[src/aia_pkg.sv]
// ----------------------------------------------------------------------------
// aia_pkg
// Shared types and operation codes for the accumulator integer ALU.
// ----------------------------------------------------------------------------
package aia_pkg;

  localparam int unsigned XLEN  = 64;
  localparam int unsigned HLEN  = 32;
  localparam int unsigned KLEN  = 5;
  localparam int unsigned NCELL = XLEN;

  typedef enum logic [KLEN-1:0] {
    OP_ADD   = 5'd0,
    OP_SUB   = 5'd1,
    OP_XOR   = 5'd2,
    OP_OR    = 5'd3,
    OP_AND   = 5'd4,
    OP_SLL   = 5'd5,
    OP_SRL   = 5'd6,
    OP_SRA   = 5'd7,
    OP_SLT   = 5'd8,
    OP_SLTU  = 5'd9,
    OP_MUL   = 5'd10,
    OP_MULH  = 5'd11,
    OP_MULSU = 5'd12,
    OP_MULU  = 5'd13,
    OP_DIV   = 5'd14,
    OP_DIVU  = 5'd15,
    OP_REM   = 5'd16,
    OP_REMU  = 5'd17
  } op_t;

  typedef struct packed {
    logic            valid;
    logic [KLEN-1:0] kind;
    logic [XLEN-1:0] a;
    logic [XLEN-1:0] b;
    logic [XLEN-1:0] pp_ll;
    logic [HLEN-1:0] pp_x;
  } front_t;

  typedef struct packed {
    logic            valid;
    logic            is_div;
    logic            want_rem;
    logic            neg_q;
    logic            neg_r;
    logic            dz;
    logic [XLEN-1:0] res;
    logic [XLEN-1:0] rem;
    logic [XLEN-1:0] quot;
    logic [XLEN-1:0] dvsr;
  } cell_data_t;

endpackage

[src/aia_div_cell.sv]
// ----------------------------------------------------------------------------
// aia_div_cell
// One restoring divide step: shift in one dividend bit, subtract, keep.
// ----------------------------------------------------------------------------
module aia_div_cell (
  input  logic                clk,
  input  logic                rst,
  input  logic                adv,
  input  aia_pkg::cell_data_t in_data,
  output aia_pkg::cell_data_t out_data
);

  logic [aia_pkg::XLEN:0] rem_sh;
  logic [aia_pkg::XLEN:0] diff;
  aia_pkg::cell_data_t    step_next;

  always_comb begin
    rem_sh    = {in_data.rem, in_data.quot[aia_pkg::XLEN-1]};
    diff      = rem_sh - {1'b0, in_data.dvsr};
    step_next = in_data;
    if (!diff[aia_pkg::XLEN]) begin
      step_next.rem  = diff[aia_pkg::XLEN-1:0];
      step_next.quot = {in_data.quot[aia_pkg::XLEN-2:0], 1'b1};
    end else begin
      step_next.rem  = rem_sh[aia_pkg::XLEN-1:0];
      step_next.quot = {in_data.quot[aia_pkg::XLEN-2:0], 1'b0};
    end
  end

  always_ff @(posedge clk) begin
    if (rst) begin
      out_data.valid <= 1'b0;
    end else if (adv) begin
      out_data.valid <= step_next.valid;
    end
    if (adv) begin
      out_data.is_div   <= step_next.is_div;
      out_data.want_rem <= step_next.want_rem;
      out_data.neg_q    <= step_next.neg_q;
      out_data.neg_r    <= step_next.neg_r;
      out_data.dz       <= step_next.dz;
      out_data.res      <= step_next.res;
      out_data.rem      <= step_next.rem;
      out_data.quot     <= step_next.quot;
      out_data.dvsr     <= step_next.dvsr;
    end
  end

endmodule

[config.mk]
export PLATFORM = sky130hd
export DESIGN_NAME = aia_div_cell
export DESIGN_NICKNAME = d
export VERILOG_FILES = /design/src/aia_pkg.sv /design/src/aia_div_cell.sv
export SDC_FILE = /design/constraint.sdc
export NUM_CORES = 1
export LEC_CHECK = 0
export ABC_AREA = 1
export BUFFER_PORTS_ARGS = -buffer_cell sky130_fd_sc_hd__buf_2
export CAP_MARGIN = 20
export CORE_AREA = 2 2 203 205
export DETAILED_ROUTE_END_ITERATION = 16
export DIE_AREA = 0 0 205 207
export PLACE_DENSITY_LB_ADDON = 0.15
export SKIP_LAST_GASP = 1
export SLEW_MARGIN = 15
export SYNTH_ARGS = -nofsm -noshare
export SYNTH_HDL_FRONTEND = slang
export SYNTH_SLANG_ARGS = --single-unit
[constraint.sdc]
create_clock -name clk -period 2.85 [get_ports clk]
set_clock_uncertainty 0.05 [all_clocks]
set_input_delay 0 -clock clk [delete_from_list [all_inputs] [get_ports clk]]
set_output_delay 0 -clock clk [all_outputs]
set_load 0.005 [all_outputs]
==> flow_metrics.tcl <==
set metrics [dict create \
    status "completed" \
    crit_chain "dlygate4sd3_1, buf_2, ha_1, fa_1, inv_1, nand2_1, nand2_1, nand3_1, nand2_2, nand2_1, nand2_2, nand2_1, nand2_2, nand2_2, nand3_1, nand2_2, clkbuf_16, nand2_1, nand2_1" \
    drive_gt1_share_pct 23.1 \
    maxCapViolations 0 \
    rsz0062_at_grt "true" \
    fin_area_um2 22000 \
    vias 14900 \
    io_buffers 526 \
    routed-wl-met3_um 4730 \
    vias_per_cell 4.58 \
    dp_hpwl_um 48900 \
    final_cells 3248 \
    grt_pass1_wl_um 89900 \
    track_usage_pct 28.4 \
    ys_top_cells_by_area "edfxtp_1 (52%), nand2_1 (20%), inv_1 (9.6%), ha_1 (5.3%), nor2_1 (2.6%)" \
    cts_made_buffers 29 \
    setup_viol 0 \
    maxUsedRoutingLayer "met5" \
    ys_seq_elements 262 \
    critPathMaxFanout 32 \
    slowest_stage "dlygate4sd3_1" \
    gp_congestion 0.960 \
    crit_path_end_kind "flip-flop" \
    yosysTopAreaCellShare_pct 51.9 \
    vdd_drop_max_mv 0.723 \
    synth_cell_types 33 \
    synth-seq-area-share_pct 52.1 \
    fmax_mhz 383 \
    grt_max_degree 69 \
    fin_crit_sh_pct 91.6 \
    die_w_um 205 \
    powerDensity_nw_per_um2 514 \
    dp.cells 2927 \
    clkPwrFrac_pct 33.1 \
    postRouteWirelength_um 62200 \
    ant_nets 0 \
    syn_inst 1868 \
    cts_sinks 262 \
    top_regs "out_data (262)" \
    first_iter_violations 865 \
    setup_slack_ns 0.239 \
    seqPwrFrac_pct 42.2 \
    cpPeakStageDelay_ns 0.53 \
    drt_pass1_iterations 5 \
    preCtsSetupSlack_ns 0.167 \
    coreArea_um2 40400 \
    cpMostUsedCell "nand2_1" \
    cts.path.max_buffers 3 \
    syn_area_um2 15100 \
    switching_share_pct 29.8 \
    start_util_pct 37.4 \
    rows 74 \
    leakage_nw 11.6 \
    top_level_ports 527 \
    die_area_um2 42400 \
    drt-met1-wl_um 25600 \
    syn_avg_cell_area_um2 8.08 \
    insertion_delay_ns 0.60 \
    largest_reg_flops 262 \
    clock-root-buffer "clkbuf_16" \
    cts_tree "done" \
    cp.required_ns 3.15 \
    nets 3020 \
    nFillCells 3879 \
    synth_top_cell_by_area "edfxtp_1" \
    top_register "out_data" \
    timing.slew.headroom_pct 55.7 \
    finalCriticalPeriod_ns 2.61 \
    worst_pin_slew_ns 0.660 \
    hold_viol_final 0 \
    area_delta_synth_final_pct 46.0 \
    p_int_mw 7.94 \
    syn_nets 2198 \
    p_sw_mw 3.38 \
    drc 0 \
    wl_per_cell_um 19.2 \
    final_util_pct 54.6 \
    combPwrFrac_pct 24.6 \
    cts.htree.levels 1 \
    min_path_type "primary input to flip-flop" \
    clk_pin_slew_ns 0.06 \
    grt_pass1_vias 14800 \
    critical_path_arrival_ns 2.91 \
    yosysWarnings 0 \
    wl_met2_um 29400 \
    path_class "primary input to flip-flop" \
    drv_slew 0 \
    die_h_um 207 \
    gr-total-overflow 0 \
    place_area_um2 18400 \
    antenna_found_initial 4 \
    crit_path_start_kind "primary input" \
]
-- per-stage QoR --
| step | power [mW] | hold slack (ns) | TNS [ns] |
|---|---|---|---|
| final | 11.3 | 0.0611 | 0 |
| after global routing | 11.9 | 0.0448 | -0.0103 |
| after CTS | 11.4 | 0.0221 | 0 |
| after detailed placement | 7.32 | 0.113 | 0 |
| after global placement | 7.30 | 0.112 | 0 |
| after floorplan | 6.12 | 0.0224 | 0 |
-- path summary, 6_finish.rpt --
check                           slack, ns  cells past startpoint          start       endpoint
worst min register to register       1.01                      3  out_data[261]  out_data[261]
worst max register to register       1.64                      3  out_data[261]  out_data[261]
worst max-delay path                 0.24                     19     in_data[0]  out_data[191]
worst min-delay path                 0.06                      2   in_data[103]  out_data[104]
-- layer usage --
metal / track usage [%] / vias up
li1: - / 7425
met1: 35.1 / 6872
met2: 48.1 / 495
met3: 6.88 / 95
met4: 10.2 / 2
met5: 0 / -
-- cells in the mapped netlist, drive strengths merged --
cell type	count
xor2	30
nor4	4
and3	2
dfxtp	1
edfxtp	261
fa	1
nand3	70
nor3	12
a21oi	53
o21bai	8
clkinv	1
o21ai	4
nand3b	1
nand2	818
nand4	17
xnor2	1
mux2i	1
or2	2
inv	392
buf	13
nor2	112
ha	64
-- repair_timing --
action | 4_1_cts | 5_1_grt
gates resized for setup | 0 | 1
setup buffers | 0 | 0
setup endpoints to repair | 0 | 41
hold buffers | 263 | 0
hold endpoints to repair | 320 | 0
-- layout make-up --
cell class / instances / area, µm² / area share (%)
clock buffers: 33 / 741 / 3.36
well taps: 532 / 666 / 3.02
inverters: 393 / 1480 / 6.69
repair buffers: 804 / 5480 / 24.8
diodes: 3 / 7.51 / 0.0341
flip-flops and latches: 262 / 7860 / 35.7
multi-input cells: 1200 / 5620 / 25.5
clock inverters: 21 / 191 / 0.869
-- power groups by stage --
| stage | logic, mW | registers [mW] | clock network [mW] |
|---|---|---|---|
| after global placement | 2.45 | 4.85 | 0 |
| after detailed placement | 2.47 | 4.85 | 0 |
| after global routing | 3.08 | 4.82 | 3.98 |
| after floorplan | 1.20 | 4.92 | 0 |
| after CTS | 2.78 | 4.78 | 3.84 |
| final | 2.79 | 4.78 | 3.75 |
-- critical path, delay by kind of cell --
kind,cells,cell delay (ns)
adder cells (fa/ha/maj),2,0.64
buffers and inverters,4,1.02
AND/OR/NAND/NOR,13,1.21
-- cell usage in the layout, fill, tap and decap left out, types with 7 or more instances in the layout --
| cell type | count |
|---|---|
| nand4_1 | 17 |
| clkbuf_16 | 30 |
| nor3_1 | 12 |
| clkinv_2 | 7 |
| buf_2 | 525 |
| ha_1 | 64 |
| nor2_1 | 104 |
| a21oi_1 | 53 |
| nand3_1 | 70 |
| inv_1 | 388 |
| dlygate4sd3_1 | 263 |
| buf_4 | 9 |
| clkinv_1 | 9 |
| edfxtp_1 | 261 |
| nand2_1 | 788 |
| xor2_1 | 30 |
| nand2_2 | 29 |
| nor2_2 | 7 |
| o21bai_1 | 8 |
-- logic make-up after synthesis --
logic type | Yosys count | synth area share, %
xor gates and xnor gates | 31 | 1.80
DFF | 262 | 52.1
AOI/OAI and AO/OA | 65 | 2.29
adders and majority gates | 65 | 5.44
muxes | 1 | 0.0663
buffers and inverters | 406 | 10.7
and+or+nand+nor | 1038 | 27.7
(Power assumes the default switching activity.)
