==> src/aia_pkg.sv <==
// ----------------------------------------------------------------------------
// aia_pkg
// Shared types and operation codes for the accumulator integer ALU.
// ----------------------------------------------------------------------------
package aia_pkg;

  localparam int unsigned XLEN  = 64;
  localparam int unsigned HLEN  = 32;
  localparam int unsigned KLEN  = 5;
  localparam int unsigned NCELL = XLEN;

  typedef enum logic [KLEN-1:0] {
    OP_ADD   = 5'd0,
    OP_SUB   = 5'd1,
    OP_XOR   = 5'd2,
    OP_OR    = 5'd3,
    OP_AND   = 5'd4,
    OP_SLL   = 5'd5,
    OP_SRL   = 5'd6,
    OP_SRA   = 5'd7,
    OP_SLT   = 5'd8,
    OP_SLTU  = 5'd9,
    OP_MUL   = 5'd10,
    OP_MULH  = 5'd11,
    OP_MULSU = 5'd12,
    OP_MULU  = 5'd13,
    OP_DIV   = 5'd14,
    OP_DIVU  = 5'd15,
    OP_REM   = 5'd16,
    OP_REMU  = 5'd17
  } op_t;

  typedef struct packed {
    logic            valid;
    logic [KLEN-1:0] kind;
    logic [XLEN-1:0] a;
    logic [XLEN-1:0] b;
    logic [XLEN-1:0] pp_ll;
    logic [HLEN-1:0] pp_x;
  } front_t;

  typedef struct packed {
    logic            valid;
    logic            is_div;
    logic            want_rem;
    logic            neg_q;
    logic            neg_r;
    logic            dz;
    logic [XLEN-1:0] res;
    logic [XLEN-1:0] rem;
    logic [XLEN-1:0] quot;
    logic [XLEN-1:0] dvsr;
  } cell_data_t;

endpackage

==> src/aia_post.sv <==
// ----------------------------------------------------------------------------
// aia_post
// Sign fixup of divide results, result select and output register.
// ----------------------------------------------------------------------------
module aia_post (
  input  logic                      clk,
  input  logic                      rst,
  input  logic                      adv,
  input  aia_pkg::cell_data_t       in_data,
  output logic                      out_valid,
  output logic [aia_pkg::XLEN-1:0]  out_value,
  output logic                      out_dz
);

  logic [aia_pkg::XLEN-1:0] q_fix;
  logic [aia_pkg::XLEN-1:0] r_fix;
  logic [aia_pkg::XLEN-1:0] value_next;

  always_comb begin
    q_fix = in_data.neg_q ? (64'd0 - in_data.quot) : in_data.quot;
    r_fix = in_data.neg_r ? (64'd0 - in_data.rem) : in_data.rem;
    if (in_data.is_div) begin
      value_next = in_data.want_rem ? r_fix : q_fix;
    end else begin
      value_next = in_data.res;
    end
  end

  always_ff @(posedge clk) begin
    if (rst) begin
      out_valid <= 1'b0;
    end else if (adv) begin
      out_valid <= in_data.valid;
    end
    if (adv) begin
      out_value <= value_next;
      out_dz    <= in_data.dz;
    end
  end

endmodule

==> config.mk <==
export PLATFORM = sky130hd
export DESIGN_NAME = aia_post
export DESIGN_NICKNAME = d
export VERILOG_FILES = /design/src/aia_pkg.sv /design/src/aia_post.sv
export SDC_FILE = /design/constraint.sdc
export NUM_CORES = 1
export LEC_CHECK = 0
export BUFFER_PORTS_ARGS = -buffer_cell sky130_fd_sc_hd__buf_4
export CAP_MARGIN = 20
export CORE_ASPECT_RATIO = 0.75
export CORE_MARGIN = 10
export CORE_UTILIZATION = 30
export DETAILED_ROUTE_END_ITERATION = 10
export HOLD_SLACK_MARGIN = 0.02
export SLEW_MARGIN = 30
export SYNTH_ARGS = -nofsm -noshare
export SYNTH_HDL_FRONTEND = slang
export SYNTH_SLANG_ARGS = --single-unit
==> constraint.sdc <==
create_clock -name clk -period 3.7 [get_ports clk]
set_input_delay 0 -clock clk [delete_from_list [all_inputs] [get_ports clk]]
set_output_delay 0 -clock clk [all_outputs]
set_load 0.05 [all_outputs]
==> results of run 1 <==
## where the power goes
part / internal [mW] / switching, mW
Combinational: 0.451 / 0.710
Clock: 0.517 / 0.361
Sequential: 0.920 / 0.0223
## worst max path at each step
stage / start / end / slack [ps] / depth (start not counted)
final: in_data[72] / out_value[63] / 1090 / 8
after global routing: in_data[68] / out_value[50] / 880 / 8
after CTS: in_data[68] / out_value[50] / 1100 / 8
after detailed placement: in_data[68] / out_value[50] / 770 / 8
after global placement: in_data[136] / out_value[43] / 800 / 8
after floorplan: in_data[180] / out_value[62] / 1390 / 6
## repair_timing
| item | in CTS | in global routing |
|---|---|---|
| hold endpoints to repair | 62 | 0 |
| hold buffers | 63 | 0 |
| endpoints found under the setup margin | 0 | 0 |
## worst register-to-register path, cell delays in order (launching register included)
cell	delay (ps)
sky130_fd_sc_hd__dfxtp_1	310
sky130_fd_sc_hd__mux2i_1	140
sky130_fd_sc_hd__nor2_1	50
sky130_fd_sc_hd__dlygate4sd3_1	540
## flip-flops by register name (all words and copies together), names as in the netlist
| signal | cells |
|---|---|
| out_dz | 1 |
| out_valid | 1 |
| out_value | 64 |
## placed cells by master (no fill, tap or decap), types with 11 or more instances in the layout
| master | n |
|---|---|
| sky130_fd_sc_hd__buf_4 | 271 |
| sky130_fd_sc_hd__nand2_1 | 77 |
| sky130_fd_sc_hd__nor2_1 | 49 |
| sky130_fd_sc_hd__inv_1 | 16 |
| sky130_fd_sc_hd__a221o_1 | 15 |
| sky130_fd_sc_hd__mux2_2 | 13 |
| sky130_fd_sc_hd__o41ai_1 | 21 |
| sky130_fd_sc_hd__o221ai_1 | 17 |
| sky130_fd_sc_hd__a21oi_1 | 16 |
| sky130_fd_sc_hd__nor3_1 | 20 |
| sky130_fd_sc_hd__nor4_1 | 13 |
| sky130_fd_sc_hd__or4_1 | 13 |
| sky130_fd_sc_hd__mux2i_1 | 11 |
| sky130_fd_sc_hd__nand3_1 | 13 |
| sky130_fd_sc_hd__o31ai_1 | 30 |
| sky130_fd_sc_hd__o21ai_0 | 45 |
| sky130_fd_sc_hd__xor2_1 | 79 |
| sky130_fd_sc_hd__or3_1 | 22 |
| sky130_fd_sc_hd__dlygate4sd3_1 | 63 |
| sky130_fd_sc_hd__xnor2_1 | 44 |
| sky130_fd_sc_hd__edfxtp_1 | 65 |
## routing by layer
metal  GRT usage (%)  share of wire [%]  vias up
met2            31.9                 43      345
met4            3.63               0.85        2
met5               0              0.039        -
li1                -                  -     3334
met1            30.0                 46     3361
met3            6.53                 10       19
## final cells by class
class,instances,share of cell area (%)
Sequential cell,66,20.8
Inverter,18,0.713
Antenna cell,1,0.0264
Multi-Input combinational cell,591,43.6
Clock buffer,10,2.41
Clock inverter,6,0.607
Tap cell,282,3.72
Timing Repair Buffer,334,28.1
## through the flow
stage / hold slack (ps) / setup slack, ps / utilization (%) / total power [mW]
3_5_place_dp: 159 / 766 / 41.8 / 2.06
6_report: 13.4 / 1090 / 46.3 / 2.98
4_1_cts: 21.7 / 1100 / 46.2 / 3.00
5_1_grt: 44.9 / 875 / 46.3 / 3.10
2_1_floorplan: 72.4 / 1390 / - / 1.56
3_3_place_gp: 162 / 799 / 41.8 / 2.05
## logic make-up (layout without fill, tap and decap cells)
group                      Yosys count  in the layout  synth area share [%]
muxes                               24             24                  4.06
DFF                                 66             66                  31.2
adders and majority gates            2              2                 0.396
xor gates and xnor gates           123            123                  17.1
and+or+nand+nor                    266            266                  23.3
buffers and inverters               55            368                  3.37
AOI/OAI and AO/OA                  176            176                  20.7
other                                0              1                     0
==> impl_metrics.json, run 1 <==
{
  "die_y_microns": 146,
  "critical_path.max_fanout": 10,
  "yosysMostFrequentCell": "sky130_fd_sc_hd__xor2_1",
  "layoutNonFillerInstCount": 1308,
  "finish.net_count": 1287,
  "clk_path_buf_depth": 2,
  "dpl.cell_count": 1228,
  "cpLargestDelayFamily": "simple AND/OR/NAND/NOR gates",
  "routabilityCongestion": 0.891,
  "antenna_violations_before_repair": 2,
  "drtPass1Iterations": 5,
  "pin_count": 331,
  "yosys_most_used_dff": "sky130_fd_sc_hd__edfxtp_1",
  "detail_route.drc_violations": 0,
  "ys_types": 59,
  "slew-limit-headroom_pct": 33.4,
  "worstHoldStart": "in_data[238]",
  "crit_path_start_kind": "input pin",
  "syn-num-nets": 979,
  "wl_per_cell_microns": 23.4,
  "worstHoldPathType": "in -> reg",
  "vdd_drop_max_uv": 207,
  "first_global_vias": 7087,
  "post-route-min-period_ps": 2610,
  "die_area_sq_um": 27300,
  "tritoncts_num_sinks": 66,
  "placement.io_buffers": 266,
  "detailedRoute.firstIterationViolations": 709,
  "netlist_top_cells_count": "sky130_fd_sc_hd__xor2_1, sky130_fd_sc_hd__nand2_1, sky130_fd_sc_hd__edfxtp_1",
  "htree_levels": 3,
  "cts_resized": 0,
  "final_design_area_no_fill_sq_um": 9480,
  "layout_overhead_on_the_synthesized_area_pct": 50.1,
  "cp_bufs_invs": 1,
  "grt_pass1_wl_microns": 45200,
  "count_of_state_elements_after_synthesis": 66,
  "cts.clk_slew.worst_paths_ps": 60,
  "post_cts_buffers": 0,
  "report.final.hold_viol_count": 0,
  "worst_setup_path_end_kind": "flop",
  "synth_enable_flop_cells": 65,
  "clock_tree.root_cell": "sky130_fd_sc_hd__clkbuf_16",
  "totalWireLength_microns": 30700,
  "row_count": 45,
  "regToRegEndpoint": "out_valid",
  "biggest_area_consumer_among_synthesized_cells": "sky130_fd_sc_hd__edfxtp_1",
  "yosysWarnings": 0,
  "share_of_final_layout_standard_cells_stronger_than_drive_strength_1_pct": 32.5,
  "finalSetupViolations": 0,
  "fillers": 2059,
  "timing.critical_path.slowest_stage_cell": "sky130_fd_sc_hd__or3_1",
  "final_max_slew_viol_count": 0,
  "maximum_number_of_pins_on_one_net_before_global_route_repair": 67,
  "maxClockFrequency_ghz": 0.383,
  "dp_hpwl_microns": 24100,
  "floorplan.initialDensity_pct": 30.8,
  "mappedNetlistArea_sq_um": 6320,
  "reg2reg_from": "out_valid",
  "power.leakage_nw": 3.72,
  "fp.coreArea_sq_um": 20500,
  "clock_insertion_delay_worst_skew_ps": 350,
  "timing.final.crit_share_pct": 70.6,
  "run_status": "finished clean",
  "min_to": "out_value[46]",
  "chipWidth_microns": 188,
  "power_density_nw_per_um2": 315,
  "worst-setup-path-type": "in -> reg",
  "crit_required_ps": 3760,
  "critical_path.max_stage_delay_ps": 620,
  "overall_global_routing_usage_pct": 21.4,
  "arrival_ps": 2670,
  "post_synth_inst_count": 712,
  "critical_path.cell_chain": "buf_4, nor4_2, nand4_1, or3_1, or2_1, o31ai_1, xor2_1, o221ai_1",
  "logic_depth_of_the_worst_register_to_register_path": 3,
  "timing.hold.worst_path_depth": 3,
  "max_cap_violations": 0,
  "drtAntennaViolNets": 0,
  "placement.cell_area_sq_um": 8560,
  "reg2reg_slack_ps": 2550,
  "post_drt_via_cell_ratio": 5.40,
  "worst_clock_skew_ps": 0,
  "rsz_0062_raised_after_global_routing": "no",
  "synth-async-reset-ratio_pct": 0,
  "grt-ovfl-total": 0,
  "vias": 7061,
  "synth_top_cells_by_area": "sky130_fd_sc_hd__edfxtp_1, sky130_fd_sc_hd__xor2_1, sky130_fd_sc_hd__xnor2_1, sky130_fd_sc_hd__nand2_1, sky130_fd_sc_hd__o21ai_0",
  "fin_tns_setup_ps": 0,
  "synth_sequential_area_ratio_pct": 31.2,
  "flip_flop_and_latch_area_sq_um": 1970,
  "multi_input_comb_area_sq_um": 4140,
  "tritoncts": "yes",
  "mean_instance_size_in_the_synthesized_netlist_sq_um": 8.87,
  "actual_slew_at_the_worst_max_slew_pin_ps": 999,
  "synth.top_cell.area_share_pct": 30.9,
  "numCtsBuffers": 9
}
No activity file was read; power rests on OpenSTA's default activity.
==> run 2, diff against run 1 <==
Clock period 3.7 ns to 2.3 ns, I/O delays scaled along.
==> impl_metrics.json, run 2 (synthesized netlist as in run 1, its figures left out) <==
{
  "share_of_final_layout_standard_cells_stronger_than_drive_strength_1_pct": 43.5,
  "post_drt_via_cell_ratio": 5.23,
  "overall_global_routing_usage_pct": 22.9,
  "worst-setup-path-type": "in -> reg",
  "layout_commonest_cell": "sky130_fd_sc_hd__buf_4",
  "chipWidth_microns": 188,
  "fp.coreArea_sq_um": 20500,
  "totalWireLength_microns": 32700,
  "first_global_vias": 7959,
  "placement.io_buffers": 266,
  "finalSetupViolations": 0,
  "power_density_nw_per_um2": 472,
  "floorplan.initialDensity_pct": 30.8,
  "worst_clock_skew_ps": 0,
  "fin_tns_setup_ps": 0,
  "clock_insertion_delay_worst_skew_ps": 340,
  "row_count": 45,
  "die_area_sq_um": 27300,
  "maxClockFrequency_ghz": 0.455,
  "numCtsBuffers": 9,
  "pin_count": 331,
  "tritoncts_num_sinks": 66,
  "worst_setup_path_end_kind": "flop",
  "final_core_util_pct": 53.7,
  "detailedRoute.firstIterationViolations": 695,
  "max_flop_register": "out_value",
  "drtPass1Iterations": 5,
  "cts.clk_slew.worst_paths_ps": 60,
  "finish.net_count": 1472,
  "grt-ovfl-total": 0,
  "critical_path.max_fanout": 5,
  "arrival_ps": 2300,
  "routabilityCongestion": 0.922,
  "largest_register_ffs": 64,
  "actual_slew_at_the_worst_max_slew_pin_ps": 671,
  "report.final.hold_viol_count": 0,
  "post-route-min-period_ps": 2200,
  "max_cap_violations": 0,
  "timing.final.crit_share_pct": 95.5,
  "dp_hpwl_microns": 26300,
  "die_y_microns": 146,
  "vdd_drop_max_uv": 324,
  "clock_tree.root_cell": "sky130_fd_sc_hd__clkbuf_16",
  "htree_levels": 3,
  "power.leakage_nw": 4.67,
  "wl_per_cell_microns": 21.9,
  "vias": 7797,
  "most-common-layout-cells": "sky130_fd_sc_hd__buf_4, sky130_fd_sc_hd__xor2_1, sky130_fd_sc_hd__nand2_1",
  "n_antenna_cell": 0,
  "worstHoldPathType": "in -> reg",
  "clk_path_buf_depth": 2,
  "maximum_number_of_pins_on_one_net_before_global_route_repair": 65,
  "layout_overhead_on_the_synthesized_area_pct": 74.3,
  "post_route_total_power_mw": 5.19,
  "antenna_violations_before_repair": 0,
  "fillers": 1954,
  "grt_pass1_wl_microns": 48800,
  "worst_hold_slack_ps": 54.0,
  "final_max_slew_viol_count": 0,
  "drtAntennaViolNets": 0,
  "crit_required_ps": 2400,
  "rsz_0062_raised_after_global_routing": "yes",
  "crit_path_start_kind": "input pin",
  "tritoncts": "yes",
  "slew-limit-headroom_pct": 55.1,
  "detail_route.drc_violations": 0,
  "run_status": "finished clean",
  "largestRegisters": "out_value: 64 flops, out_dz: 1 flops, out_valid: 1 flops"
}
-- run 2: cell types whose count changed in the layout (fill, tap and decap cells not counted), moves of 3 or more --
cell / before / now
sky130_fd_sc_hd__o31ai_1: 30 / 27
sky130_fd_sc_hd__o41ai_2: 4 / 7
sky130_fd_sc_hd__clkinv_2: 4 / 1
sky130_fd_sc_hd__buf_4: 271 / 453
sky130_fd_sc_hd__o31ai_2: 0 / 3
sky130_fd_sc_hd__o41ai_1: 21 / 17
-- run 2: final cells by class --
type,count,area [sq um],share of cell area (%)
Clock inverter,6,88.8,0.807
Multi-Input combinational cell,591,4220,38.3
Inverter,18,67.6,0.614
Tap cell,282,353,3.20
Timing Repair Buffer,519,4070,37.0
Clock buffer,10,239,2.17
Sequential cell,66,1970,17.9
-- run 2: final timing paths --
check                                  start       endpoint  slack [ps]  cells after the start
worst min-delay path            in_data[191]  out_value[63]          50                      3
worst min register to register     out_valid      out_valid        1060                      3
worst max-delay path            in_data[158]  out_value[51]         100                      8
worst max register to register     out_valid      out_valid        1150                      3
-- run 2: worst max-delay path, stage by stage --
cell and delay (ps):
sky130_fd_sc_hd__buf_4 110, sky130_fd_sc_hd__or4_1 670, sky130_fd_sc_hd__nor4_1 410, sky130_fd_sc_hd__nand4_1 320
sky130_fd_sc_hd__buf_4 230, sky130_fd_sc_hd__o21ai_1 160, sky130_fd_sc_hd__xnor2_1 80, sky130_fd_sc_hd__a221o_1 310
-- run 2: power breakdown --
| part | leakage [nW] | switching (mW) | internal [mW] | total, mW |
|---|---|---|---|---|
| logic | 3.87 | 1.20 | 0.891 | 2.09 |
| registers | 0.643 | 0.0406 | 1.48 | 1.52 |
| clock network | 0.155 | 0.604 | 0.982 | 1.59 |
| total | 4.67 | 1.84 | 3.35 | 5.19 |
-- run 2: layer usage --
| layer | vias to the layer above | share of wire (%) | global-route usage, % |
|---|---|---|---|
| met5 | - | 0 | 0 |
| met1 | 3702 | 46 | 31.6 |
| met2 | 372 | 44 | 35.0 |
| met3 | 22 | 9.4 | 6.50 |
| met4 | 0 | 1.0 | 3.95 |
| li1 | 3701 | - | - |
-- run 2: through the flow --
step           cell area (sq um)  setup slack (ps)  std cells
2_1_floorplan               6320              24.9        712
3_3_place_gp                9940              -355       1410
3_5_place_dp                9940              -340       1410
4_1_cts                    10900             0.679       1490
5_1_grt                    11000             -12.2       1492
6_report                   11000               103       1492
-- run 2: what timing repair did --
action | in CTS | in global routing
resized for setup | 0 | 14
endpoints found under the hold margin | 63 | 0
hold buffers | 64 | 0
setup endpoints to repair | 0 | 16
buffers inserted | 0 | 2
